File: src/rtl/tabd_pkg.sv
// ----------------------------------------------------------------------------
// tabd_pkg: shared types and constants for the tilt auto-balance drive
// Mode and indicator codes, register indexes, input item layout and the
// command/status bundles between controller and datapath.
// ----------------------------------------------------------------------------
package tabd_pkg;

	// balance machine modes
	typedef enum logic [1:0] {
		MODE_DISABLED   = 2'd0,
		MODE_ADVANCING  = 2'd1,
		MODE_CORRECTING = 2'd2,
		MODE_BRAKING    = 2'd3
	} mode_t;

	// tilt indicator codes
	typedef enum logic [1:0] {
		IND_OFF     = 2'd0,
		IND_FORWARD = 2'd1,
		IND_BACK    = 2'd2,
		IND_STOP    = 2'd3
	} ind_t;

	// controller states
	typedef enum logic [2:0] {
		ST_IDLE,
		ST_EVAL,
		ST_DECIDE,
		ST_DIV,
		ST_FINISH
	} state_t;

	// configuration port
	localparam int CFG_INDEX_W = 3;
	localparam int CFG_DATA_W  = 15;

	localparam logic [CFG_INDEX_W-1:0] REG_ADVANCE_SPEED  = 3'd0;
	localparam logic [CFG_INDEX_W-1:0] REG_CORRECT_RATIO  = 3'd1;
	localparam logic [CFG_INDEX_W-1:0] REG_LEVEL_BAND     = 3'd2;
	localparam logic [CFG_INDEX_W-1:0] REG_SETTLE_TICKS   = 3'd3;
	localparam logic [CFG_INDEX_W-1:0] REG_BRAKE_SPEED    = 3'd4;
	localparam logic [CFG_INDEX_W-1:0] REG_TILT_IND_LIMIT = 3'd5;
	localparam logic [CFG_INDEX_W-1:0] REG_CORRECT_OFFSET = 3'd6;

	// register reset values
	localparam logic [14:0] RST_ADVANCE_SPEED  = 15'd9830;
	localparam logic [8:0]  RST_CORRECT_RATIO  = 9'd230;
	localparam logic [13:0] RST_LEVEL_BAND     = 14'd100;
	localparam logic [7:0]  RST_SETTLE_TICKS   = 8'd5;
	localparam logic [14:0] RST_BRAKE_SPEED    = 15'd328;
	localparam logic [13:0] RST_TILT_IND_LIMIT = 14'd500;
	localparam logic [14:0] RST_CORRECT_OFFSET = 15'd6554;

	// input item, pitch in the lowest bits
	localparam int PITCH_W    = 15;
	localparam int STICK_W    = 16;
	localparam int IN_TDATA_W = 72;

	typedef struct packed {
		logic [4:0]         pad;
		logic               creep_button;
		logic               wait_button;
		logic               brake_button;
		logic               balance_button;
		logic [STICK_W-1:0] stick_twist;
		logic [STICK_W-1:0] stick_x;
		logic [STICK_W-1:0] stick_y;
		logic [PITCH_W-1:0] pitch;
	} in_item_t;

	// divider: |advance_speed * pitch| stays below 2^30
	localparam int NUM_W     = 30;
	localparam int DIV_STEPS = 2;

	typedef struct packed {
		logic load_in;
		logic eval;
		logic decide;
		logic div_start;
		logic finish;
	} ctrl_cmd_t;

	typedef struct packed {
		logic need_div;
		logic div_busy;
	} dp_status_t;

endpackage

File: src/rtl/tabd_ctrl.sv
// ----------------------------------------------------------------------------
// tabd_ctrl: tick sequencer
// Steps one item through evaluate, decide, optional divide and finish, and
// owns the result register's valid flag.
// ----------------------------------------------------------------------------
module tabd_ctrl (
	input  logic                   clk,
	input  logic                   arst_n,
	input  logic                   s_tvalid,
	output logic                   s_tready,
	output logic                   m_tvalid,
	input  logic                   m_tready,
	input  tabd_pkg::dp_status_t   status,
	output tabd_pkg::ctrl_cmd_t    cmd
);
	import tabd_pkg::*;

	state_t state_q;
	state_t state_nxt;
	logic   out_valid_q;
	logic   out_free;

	assign out_free = !out_valid_q || m_tready;
	assign m_tvalid = out_valid_q;

	always_comb begin
		state_nxt = state_q;
		case (state_q)
			ST_IDLE: begin
				if (s_tvalid)
					state_nxt = ST_EVAL;
			end
			ST_EVAL:   state_nxt = ST_DECIDE;
			ST_DECIDE: state_nxt = status.need_div ? ST_DIV : ST_FINISH;
			ST_DIV: begin
				if (!status.div_busy)
					state_nxt = ST_FINISH;
			end
			ST_FINISH: begin
				if (out_free)
					state_nxt = ST_IDLE;
			end
			default:   state_nxt = ST_IDLE;
		endcase
	end

	always_comb begin
		cmd      = '0;
		s_tready = 1'b0;
		case (state_q)
			ST_IDLE: begin
				s_tready    = 1'b1;
				cmd.load_in = s_tvalid;
			end
			ST_EVAL:   cmd.eval = 1'b1;
			ST_DECIDE: begin
				cmd.decide    = 1'b1;
				cmd.div_start = status.need_div;
			end
			ST_FINISH: cmd.finish = out_free;
			default:   cmd = '0;
		endcase
	end

	always_ff @(posedge clk or negedge arst_n) begin
		if (!arst_n) begin
			state_q     <= ST_IDLE;
			out_valid_q <= 1'b0;
		end else begin
			state_q <= state_nxt;
			if (cmd.finish)
				out_valid_q <= 1'b1;
			else if (m_tready)
				out_valid_q <= 1'b0;
		end
	end

endmodule

File: src/rtl/tabd_divider.sv
// ----------------------------------------------------------------------------
// tabd_divider: unsigned restoring divider
// Two quotient bits per cycle; busy from the cycle after start until the
// quotient is complete.
// ----------------------------------------------------------------------------
module tabd_divider #(
	parameter int DEN_W = 16
) (
	input  logic                       clk,
	input  logic                       arst_n,
	input  logic                       start,
	input  logic [tabd_pkg::NUM_W-1:0] numer,
	input  logic [DEN_W-1:0]           denom,
	output logic                       busy,
	output logic [tabd_pkg::NUM_W-1:0] quot
);
	import tabd_pkg::*;

	localparam int ITER  = NUM_W / DIV_STEPS;
	localparam int CNT_W = $clog2(ITER);
	localparam logic [CNT_W-1:0] CNT_LAST = CNT_W'(ITER - 1);

	logic             busy_q;
	logic [CNT_W-1:0] cnt_q;
	logic [DEN_W-1:0] rem_q;
	logic [NUM_W-1:0] quo_q;
	logic [DEN_W-1:0] den_q;
	logic [DEN_W-1:0] rem_nxt;
	logic [NUM_W-1:0] quo_nxt;
	logic [DEN_W:0]   trial;

	// quo_q starts as the dividend and fills with quotient bits from the bottom
	always_comb begin
		rem_nxt = rem_q;
		quo_nxt = quo_q;
		trial   = '0;
		for (int i = 0; i < DIV_STEPS; i++) begin
			trial   = {rem_nxt, quo_nxt[NUM_W-1]};
			quo_nxt = {quo_nxt[NUM_W-2:0], 1'b0};
			if (trial >= {1'b0, den_q}) begin
				trial      = trial - {1'b0, den_q};
				quo_nxt[0] = 1'b1;
			end
			rem_nxt = trial[DEN_W-1:0];
		end
	end

	always_ff @(posedge clk or negedge arst_n) begin
		if (!arst_n) begin
			busy_q <= 1'b0;
			cnt_q  <= '0;
		end else if (start) begin
			busy_q <= 1'b1;
			cnt_q  <= '0;
		end else if (busy_q) begin
			cnt_q <= cnt_q + 1'b1;
			if (cnt_q == CNT_LAST)
				busy_q <= 1'b0;
		end
	end

	always_ff @(posedge clk) begin
		if (start) begin
			rem_q <= '0;
			quo_q <= numer;
			den_q <= denom;
		end else if (busy_q) begin
			rem_q <= rem_nxt;
			quo_q <= quo_nxt;
		end
	end

	assign busy = busy_q;
	assign quot = quo_q;

endmodule

File: src/rtl/tabd_datapath.sv
// ----------------------------------------------------------------------------
// tabd_datapath: balance arithmetic, state and result register
// Holds the configuration and tick state, evaluates entry, the advance test,
// level counting and braking, and forms the correcting drive from the divider.
// ----------------------------------------------------------------------------
module tabd_datapath #(
	parameter int DRIVE_WIDTH = 16,
	parameter int ANGLE_WIDTH = 16,
	parameter int OUT_W       = 56
) (
	input  logic                             clk,
	input  logic                             arst_n,
	input  tabd_pkg::ctrl_cmd_t              cmd,
	output tabd_pkg::dp_status_t             status,
	input  logic                             cfg_we,
	input  logic [tabd_pkg::CFG_INDEX_W-1:0] cfg_index,
	input  logic [tabd_pkg::CFG_DATA_W-1:0]  cfg_data,
	input  logic [tabd_pkg::IN_TDATA_W-1:0]  in_tdata,
	output logic [OUT_W-1:0]                 out_tdata
);
	import tabd_pkg::*;

	localparam int PR_W  = ANGLE_WIDTH + 10;
	localparam int CMP_W = ANGLE_WIDTH + 11;

	localparam logic signed [33:0] DRV_MAX = (34'sd1 <<< (DRIVE_WIDTH - 1)) - 34'sd1;
	localparam logic signed [33:0] DRV_MIN = -DRV_MAX - 34'sd1;
	localparam logic signed [33:0] ANG_MAX = (34'sd1 <<< (ANGLE_WIDTH - 1)) - 34'sd1;
	localparam logic signed [33:0] ANG_MIN = -ANG_MAX - 34'sd1;

	function automatic logic [DRIVE_WIDTH-1:0] sat_drive(input logic signed [33:0] v);
		logic signed [33:0] r;
		r = v;
		if (v > DRV_MAX)
			r = DRV_MAX;
		else if (v < DRV_MIN)
			r = DRV_MIN;
		return r[DRIVE_WIDTH-1:0];
	endfunction

	function automatic logic [ANGLE_WIDTH-1:0] sat_angle(input logic signed [33:0] v);
		logic signed [33:0] r;
		r = v;
		if (v > ANG_MAX)
			r = ANG_MAX;
		else if (v < ANG_MIN)
			r = ANG_MIN;
		return r[ANGLE_WIDTH-1:0];
	endfunction

	// configuration
	logic [14:0] adv_speed_q;
	logic [8:0]  ratio_q;
	logic [13:0] band_q;
	logic [7:0]  settle_q;
	logic [14:0] brake_q;
	logic [13:0] limit_q;
	logic [14:0] offset_q;

	// tick state
	mode_t                          mode_q;
	logic signed [ANGLE_WIDTH-1:0]  peak_q;
	logic                           neg_q;
	logic [7:0]                     level_q;
	logic signed [DRIVE_WIDTH-1:0]  prev_y_q;
	logic                           bal_was_q;
	logic                           creep_on_q;
	logic                           creep_was_q;

	// item and stage registers
	in_item_t                       in_q;
	mode_t                          mode_s1;
	logic signed [ANGLE_WIDTH-1:0]  peak_s1;
	logic                           neg_s1;
	logic signed [PR_W-1:0]         prod_ratio_s1;
	logic signed [30:0]             prod_speed_s1;
	mode_t                          mode_s2;
	logic signed [ANGLE_WIDTH-1:0]  peak_s2;
	logic [7:0]                     level_s2;
	logic [DRIVE_WIDTH-1:0]         y_s2;
	logic                           used_div_s2;
	logic                           q_neg_s2;
	logic [OUT_W-1:0]               out_tdata_q;

	// decoded item
	logic signed [PITCH_W-1:0] pitch;
	logic signed [33:0]        pitch34;
	logic                      held;
	logic                      entering;
	logic                      adv_entry;

	assign pitch     = $signed(in_q.pitch);
	assign pitch34   = 34'(pitch);
	assign held      = in_q.balance_button || in_q.brake_button;
	assign entering  = held && !bal_was_q;
	assign adv_entry = entering && !in_q.brake_button;

	// evaluate: mode entry and the two products
	mode_t                         mode_e;
	logic signed [ANGLE_WIDTH-1:0] peak_e;
	logic                          neg_e;
	logic signed [PR_W-1:0]        prod_ratio_e;
	logic signed [30:0]            prod_speed_e;

	always_comb begin
		if (!held)
			mode_e = MODE_DISABLED;
		else if (entering)
			mode_e = in_q.brake_button ? MODE_BRAKING : MODE_ADVANCING;
		else
			mode_e = mode_q;
		peak_e = adv_entry ? '0 : peak_q;
		neg_e  = adv_entry ? !((pitch > 0) || (prev_y_q > 0)) : neg_q;
	end

	assign prod_ratio_e = peak_e * $signed({1'b0, ratio_q});
	assign prod_speed_e = $signed({1'b0, adv_speed_q}) * pitch;

	// decide: advance test, level counting, braking
	logic signed [CMP_W-1:0]       pr_ext;
	logic signed [CMP_W-1:0]       mag;
	logic signed [CMP_W-1:0]       p256;
	logic                          go;
	logic [PITCH_W-1:0]            apitch;
	mode_t                         mode_d;
	logic signed [ANGLE_WIDTH-1:0] peak_d;
	logic [7:0]                    level_d;
	logic [DRIVE_WIDTH-1:0]        y_d;
	logic                          need_div;

	assign pr_ext = CMP_W'(prod_ratio_s1);
	assign mag    = (pr_ext < 0) ? -pr_ext : pr_ext;
	assign p256   = CMP_W'(pitch) <<< 8;
	assign go     = neg_s1 ? (p256 < -mag) : (p256 > mag);
	assign apitch = (pitch < 0) ? PITCH_W'(-pitch) : PITCH_W'(pitch);

	always_comb begin
		mode_d   = mode_s1;
		peak_d   = peak_s1;
		level_d  = level_q;
		y_d      = sat_drive(34'($signed(in_q.stick_y)));
		need_div = 1'b0;

		if (mode_d == MODE_ADVANCING) begin
			if (go) begin
				y_d = neg_s1 ? sat_drive(-$signed(34'(adv_speed_q)))
				             : sat_drive($signed(34'(adv_speed_q)));
				if (!neg_s1 && (pitch34 > 34'(peak_s1)))
					peak_d = sat_angle(pitch34);
				else if (neg_s1 && (pitch34 < 34'(peak_s1)))
					peak_d = sat_angle(pitch34);
			end else begin
				level_d = '0;
				mode_d  = MODE_CORRECTING;
			end
		end

		if (mode_d == MODE_CORRECTING) begin
			if (apitch < PITCH_W'(band_q)) begin
				if (level_d != 8'hFF)
					level_d = level_d + 8'd1;
				if (level_d >= settle_q)
					mode_d = MODE_BRAKING;
			end else begin
				level_d  = '0;
				// zero peak: quotient taken as zero
				need_div = (peak_s1 != 0);
				y_d      = sat_drive(-$signed(34'(offset_q)));
			end
		end

		if (mode_d == MODE_BRAKING)
			y_d = (prev_y_q > 0) ? sat_drive(-$signed(34'(brake_q)))
			                     : sat_drive($signed(34'(brake_q)));
	end

	// divider on magnitudes, sign restored afterwards (truncation toward zero)
	logic [30:0]             ps_abs;
	logic [ANGLE_WIDTH-1:0]  peak_abs;
	logic                    div_busy;
	logic [NUM_W-1:0]        quot;

	assign ps_abs   = prod_speed_s1[30] ? 31'(-prod_speed_s1) : 31'(prod_speed_s1);
	assign peak_abs = peak_s1[ANGLE_WIDTH-1] ? ANGLE_WIDTH'(-peak_s1)
	                                         : ANGLE_WIDTH'(peak_s1);

	tabd_divider #(
		.DEN_W (ANGLE_WIDTH)
	) u_divider (
		.clk    (clk),
		.arst_n (arst_n),
		.start  (cmd.div_start),
		.numer  (ps_abs[NUM_W-1:0]),
		.denom  (peak_abs),
		.busy   (div_busy),
		.quot   (quot)
	);

	assign status.need_div = need_div;
	assign status.div_busy = div_busy;

	// finish: result word and committed state
	logic signed [33:0]     q34;
	logic [DRIVE_WIDTH-1:0] y_fin;
	logic [DRIVE_WIDTH-1:0] x_fin;
	logic [DRIVE_WIDTH-1:0] tw_fin;
	logic                   creep_on_nxt;
	logic                   low_gear;
	ind_t                   ind;
	logic signed [16:0]     pitch17;
	logic signed [16:0]     lim17;

	assign q34    = q_neg_s2 ? -$signed(34'(quot)) : $signed(34'(quot));
	assign y_fin  = used_div_s2 ? sat_drive(q34 - $signed(34'(offset_q))) : y_s2;
	assign x_fin  = held ? '0 : sat_drive(34'($signed(in_q.stick_x)));
	assign tw_fin = held ? '0 : sat_drive(34'($signed(in_q.stick_twist)));
	assign creep_on_nxt = (in_q.creep_button && !creep_was_q) ? !creep_on_q : creep_on_q;
	assign low_gear = creep_on_nxt || held;
	assign pitch17  = 17'(pitch);
	assign lim17    = $signed(17'(limit_q));

	always_comb begin
		if (mode_s2 == MODE_DISABLED && !in_q.wait_button) begin
			if (pitch17 < -lim17)
				ind = IND_BACK;
			else if (pitch17 > lim17)
				ind = IND_FORWARD;
			else
				ind = IND_OFF;
		end else begin
			ind = IND_STOP;
		end
	end

	always_ff @(posedge clk or negedge arst_n) begin
		if (!arst_n) begin
			adv_speed_q <= RST_ADVANCE_SPEED;
			ratio_q     <= RST_CORRECT_RATIO;
			band_q      <= RST_LEVEL_BAND;
			settle_q    <= RST_SETTLE_TICKS;
			brake_q     <= RST_BRAKE_SPEED;
			limit_q     <= RST_TILT_IND_LIMIT;
			offset_q    <= RST_CORRECT_OFFSET;
		end else if (cfg_we) begin
			case (cfg_index)
				REG_ADVANCE_SPEED:  adv_speed_q <= cfg_data[14:0];
				REG_CORRECT_RATIO:  ratio_q     <= cfg_data[8:0];
				REG_LEVEL_BAND:     band_q      <= cfg_data[13:0];
				REG_SETTLE_TICKS:   settle_q    <= cfg_data[7:0];
				REG_BRAKE_SPEED:    brake_q     <= cfg_data[14:0];
				REG_TILT_IND_LIMIT: limit_q     <= cfg_data[13:0];
				REG_CORRECT_OFFSET: offset_q    <= cfg_data[14:0];
				default: ;
			endcase
		end
	end

	always_ff @(posedge clk or negedge arst_n) begin
		if (!arst_n) begin
			mode_q      <= MODE_DISABLED;
			peak_q      <= '0;
			neg_q       <= 1'b0;
			level_q     <= '0;
			prev_y_q    <= '0;
			bal_was_q   <= 1'b0;
			creep_on_q  <= 1'b0;
			creep_was_q <= 1'b0;
		end else if (cmd.finish) begin
			mode_q      <= mode_s2;
			peak_q      <= peak_s2;
			neg_q       <= neg_s1;
			level_q     <= level_s2;
			prev_y_q    <= $signed(y_fin);
			bal_was_q   <= in_q.balance_button;
			creep_on_q  <= creep_on_nxt;
			creep_was_q <= in_q.creep_button;
		end
	end

	always_ff @(posedge clk) begin
		if (cmd.load_in)
			in_q <= in_item_t'(in_tdata);
		if (cmd.eval) begin
			mode_s1       <= mode_e;
			peak_s1       <= peak_e;
			neg_s1        <= neg_e;
			prod_ratio_s1 <= prod_ratio_e;
			prod_speed_s1 <= prod_speed_e;
		end
		if (cmd.decide) begin
			mode_s2     <= mode_d;
			peak_s2     <= peak_d;
			level_s2    <= level_d;
			y_s2        <= y_d;
			used_div_s2 <= need_div;
			q_neg_s2    <= prod_speed_s1[30] ^ peak_s1[ANGLE_WIDTH-1];
		end
		if (cmd.finish)
			out_tdata_q <= OUT_W'({mode_s2, ind, low_gear, tw_fin, x_fin, y_fin});
	end

	assign out_tdata = out_tdata_q;

endmodule

File: src/rtl/tilt_auto_balance_drive_top.sv
// Sequence: an accepted item passes through the evaluate, decide and finish states; a correcting
//   tick that needs a division also waits in the divide state while the divider works (two
//   quotient bits a cycle for a 30 bit quotient). Finish waits for a free result register.
// One item in flight; the next is accepted while the previous result waits in its register.
// Reset (arst_n low, asynchronous): disabled mode, cleared tick state, registers at defaults.
// ----------------------------------------------------------------------------
// tilt_auto_balance_drive_top: joystick drive with tilt auto-balance
// Stream in, stream out, with a register write channel for configuration.
// ----------------------------------------------------------------------------
module tilt_auto_balance_drive_top #(
	parameter int DRIVE_WIDTH = 16,
	parameter int ANGLE_WIDTH = 16
) (
	input  logic                             clk,
	input  logic                             arst_n,
	input  logic                             s_tvalid,
	output logic                             s_tready,
	// pitch[14:0], stick_y, stick_x, stick_twist, balance_button, brake_button,
	// wait_button, creep_button, zero pad
	input  logic [tabd_pkg::IN_TDATA_W-1:0]  s_tdata,
	output logic                             m_tvalid,
	input  logic                             m_tready,
	// drive_y, drive_x, drive_twist, low_gear, indicator[1:0], mode[1:0], zero pad
	output logic [((3*DRIVE_WIDTH+5+7)/8)*8-1:0] m_tdata,
	input  logic                             cfg_valid,
	output logic                             cfg_ready,
	input  logic [tabd_pkg::CFG_INDEX_W-1:0] cfg_index,
	input  logic [tabd_pkg::CFG_DATA_W-1:0]  cfg_data
);
	import tabd_pkg::*;

	localparam int OUT_W = ((3 * DRIVE_WIDTH + 5 + 7) / 8) * 8;

	ctrl_cmd_t  cmd;
	dp_status_t status;
	logic       cfg_we;

	// registers take a write on any cycle
	assign cfg_ready = 1'b1;
	assign cfg_we    = cfg_valid && cfg_ready;

	tabd_ctrl u_ctrl (
		.clk      (clk),
		.arst_n   (arst_n),
		.s_tvalid (s_tvalid),
		.s_tready (s_tready),
		.m_tvalid (m_tvalid),
		.m_tready (m_tready),
		.status   (status),
		.cmd      (cmd)
	);

	tabd_datapath #(
		.DRIVE_WIDTH (DRIVE_WIDTH),
		.ANGLE_WIDTH (ANGLE_WIDTH),
		.OUT_W       (OUT_W)
	) u_datapath (
		.clk       (clk),
		.arst_n    (arst_n),
		.cmd       (cmd),
		.status    (status),
		.cfg_we    (cfg_we),
		.cfg_index (cfg_index),
		.cfg_data  (cfg_data),
		.in_tdata  (s_tdata),
		.out_tdata (m_tdata)
	);

endmodule

File: config.mk
export PLATFORM = sky130hd
export DESIGN_NAME = tilt_auto_balance_drive_top
export DESIGN_NICKNAME = d
export VERILOG_FILES = /design/src/rtl/tabd_pkg.sv /design/src/rtl/tabd_ctrl.sv /design/src/rtl/tabd_divider.sv /design/src/rtl/tabd_datapath.sv /design/src/rtl/tilt_auto_balance_drive_top.sv
export SDC_FILE = /design/constraint.sdc
export NUM_CORES = 2
export LEC_CHECK = 0
export BUFFER_PORTS_ARGS = -buffer_cell sky130_fd_sc_hd__buf_4
export CORE_MARGIN = 2
export CORE_UTILIZATION = 54
export DETAILED_ROUTE_END_ITERATION = 7
export PLACE_DENSITY = 0.7
export REMOVE_ABC_BUFFERS = 1
export SLEW_MARGIN = 30
export SYNTH_ARGS = -nofsm -noshare
export SYNTH_HDL_FRONTEND = slang
export SYNTH_SLANG_ARGS = --single-unit
File: constraint.sdc
create_clock -name clk -period 8.5 [get_ports clk]
set_input_delay 0 -clock clk [delete_from_list [all_inputs] [get_ports clk]]
set_output_delay 0 -clock clk [all_outputs]
set_load 0.01 [all_outputs]
==> impl_results.md <==
* Yosys reg bits at 447
* Worst skew pair latency at 0.62 ns
* Clock H-tree levels at 2
* Final nets at 5,056
* Cell count after synthesis at about 4,100
* CP Capture Type: register
* Failing checks: negative hold slack
* Simple-Gate Fraction of Synth Area at 16.5%
* Final setup viols at 0
* Die Area at 75,600 µm²
* Ant diodes at 0
* Drt drc at 0
* Final slew viol count at 0
* Achievable clock frequency at 122 MHz
* First-pass GRT wire length at 162 mm
* CP dominant cell by count: a21o_1
* FFs w/ async S/R, synth at 32.4%
* Slowest cell on the critical path: or4_4
* Synth unique cells at between 80 and 90
* Mux share of post-synthesis cell area at 3.09%
* Die Ht at 275 µm
* Pin count of the biggest net entering global routing at between 70 and 80
* Post-Synth XOR/XNOR Area at 5.57%
* Register area share after synthesis at 31.7%
* Fin crit period at between 8 and 9 ns
* Via Count at 30,700
* Vias per std cell at 5.76
* Non-filler instance count after layout at ~5,300
* Syn avg cell area at 9.63 µm²
* CTS max path bufs at 3
* Number of enable flip-flop cells after synthesis at about 290
* Routed wire per std cell at 19.2 µm
* Die X at 275 µm
* Core Region at ~73,000 µm²
* Number of hold violations in the final report at 5
* I/O pins at between 150 and 200
* Root buffer cell: clkbuf_16
* Grt ovf at 0
* Outcome: complete, but fails checks
* Final worst-path cycle share at 96.7%
* Cell area after synthesis at 39,600 µm²
* Worst path required time at slightly below 9 ns
* CP startpoint kind: register
* CTS tree: built
* Adder-cell share of the synthesized area at around a quarter
* Dpl cells at around 5,000
* Starting Density at a little over half
* CP arrival at ~8.6 ns
* DP Wirelength at 75.5 mm
* Hold slack at -0.0117 ns
* Layout cells sized above 1 at 12.3%
* Main combinational cell family by area after synthesis: adder cells
* Number of I/O port buffers at 144
* Total GRT Usage at 27.1%
* Top FF cell, synth: edfxtp_1
* Worst-Margin Slew at about 0.9 ns
* RePlAce Congestion at 0.915
* Final ANT Viol Nets at 0
* Min-Delay Path Class: in -> async
* CP Class: reg -> reg
* Row count at 99
* Clk slew on worst S/H paths at approximately 0.06 ns
* DR iter-0 viols at 2,596
* Synthesis warning total at 0
* Worst-path maximum fanout at 7
* Initial antenna violation count at 2
* Area Overhead vs Synth at 13.4%
* Sink Count at 447
* Slew HR at 38.4%
* Vias in the first global route at 29,700
* Synth Area in Compound Gates at 11.5%
* Max incr delay on CP at 0.60 ns
* Worst clock skew at 0.0380 ns
* Max cap viols at 0
* Num CTS Buffers at 51
* Final WL at 102 mm
* Drt first pass iters at 5
-- cells by family (layout without fill, tap and decap cells) --
family / Yosys count / count (layout)
compound gates: 700 / 700
xor+xnor: 252 / 252
fa+ha+maj: 629 / 629
buf+inv: 640 / 895
flops: 447 / 447
mux: 111 / 111
other cells: 2 / 5
simple gates: 1336 / 1336
-- critical path, delay by kind of cell, from the launching register on --
kind / cells / cell delay, ns
simple gates: 19 / 3.85
xor+xnor: 1 / 0.07
flops: 1 / 0.40
buf+inv: 3 / 0.39
fa+ha+maj: 4 / 0.89
compound gates: 11 / 1.81
mux: 2 / 0.53
-- synth_stat cells (33+ instances only) --
cell type    n  share of area, %
xor2_1      93               2.1
a21oi_1    164               2.1
o21ai_0    207               2.6
nor3_1      76              0.96
or3_1       43              0.68
nor2_1     228               2.2
ha_1       336                11
o31ai_1     51              0.97
o21a_1      37              0.70
and3_1     106               1.7
inv_1      459               4.3
dfstp_2     33               2.2
nand2_1    477               4.5
fa_1       293                15
edfxtp_1   286                22
dfrtp_1    112               7.1
clkbuf_1   155               1.5
nand3_1     60              0.76
nand2b_1    46              0.73
xnor2_1    159               3.5
a21o_1      46              0.87
nand4_1     39              0.62
mux2_2      92               2.6
and2_1     132               2.1
-- cells in the final DEF, fill, tap and decap left out, types with 92 or more instances in the layout --
master           n
and3_1         105
a21oi_1        162
xor2_1          93
edfxtp_1       286
o21ai_0        203
and2_1         130
xnor2_1        157
nand2_1        476
dfrtp_1        112
nor2_1         222
fa_1           293
buf_4          236
mux2_2          92
inv_1          457
ha_1           334
dlygate4sd3_1   95
-- per-stage QoR --
step / TNS, ns / area [µm²] / worst slack [ns] / hold slack [ns] / util (%)
after global placement: 0 / 42000 / 0.0168 / 0.0845 / 57.6
after detailed placement: -0.948 / 42000 / -0.0962 / 0.103 / 57.6
final: 0 / 45000 / 0.281 / -0.0117 / 61.7
after global routing: -1.27 / 45000 / -0.121 / 0.0503 / 61.7
after CTS: 0 / 44600 / 0.0437 / 0.0408 / 61.3
after floorplan: -6.23 / 39000 / -0.496 / -0.296 / -
-- worst paths after layout --
path	from	to	slack [ns]	cells after the start
setup / recovery	u_datapath.prod_ratio_s1[0]$_DFFE_PP_	u_datapath.y_s2[1]$_DFFE_PN_	0.28	40
hold / removal	arst_n	u_datapath.level_q[4]$_DFFE_PN0P_	-0.01	2
setup reg to reg	u_datapath.prod_ratio_s1[0]$_DFFE_PP_	u_datapath.y_s2[1]$_DFFE_PN_	0.28	40
hold reg to reg	u_datapath.peak_s2[15]$_DFFE_PN_	u_datapath.peak_q[15]$_DFFE_PN0P_	0.44	2
max in group asynchronous	arst_n	u_datapath.band_q[8]$_DFFE_PN0P_	7.34	3
min in group clk	s_tdata[3]	u_datapath.pitch[3]$_DFFE_PP_	0.11	2
-- per-layer routing --
metal  track usage (%)  vias to the layer above  share of wire, %
li1                  -                    14600                 -
met1              38.6                    15000                45
met2              43.2                      971                46
met3              4.15                      176               6.4
met4              7.20                        2               2.7
met5                 0                        -             0.011
-- cell type report --
class	instances	area, µm²
repair buffers	338	2820
well taps	959	1200
inverters	461	1730
clock buffers	73	1480
clock inverters	23	228
fillers	6045	27900
flip-flops and latches	447	12600
multi-input cells	3033	24900
-- flip-flops by register name, indices dropped and copies added, names as in the netlist, 9 cells and up --
name and count:
u_datapath.adv_speed_q 15, u_datapath.band_q 14, u_datapath.brake_q 15, u_datapath.in_q 52
u_datapath.limit_q 14, u_datapath.offset_q 15, u_datapath.out_tdata 53, u_datapath.peak_q 16
u_datapath.peak_s1 16, u_datapath.peak_s2 16, u_datapath.pitch 15, u_datapath.prev_y_q 16
u_datapath.prod_ratio_s1 26, u_datapath.prod_speed_s1 31, u_datapath.ratio_q 9, u_datapath.u_divider.den_q 16
u_datapath.u_divider.quot 30, u_datapath.u_divider.rem_q 16, u_datapath.y_s2 16
-- what timing repair did --
item                                    in CTS  in global routing
pin swaps                                    0                 32
gates cloned                                 0                  1
setup buffers                                0                 10
hold buffers                                95                  0
hold endpoints to repair                   231                  0
resized for setup                            2                 49
endpoints found under the setup margin      16                 17
Power is left out: the tool's default activity adds up to more than one toggle a clock period on the data nets, which glitch-free logic cannot reach.
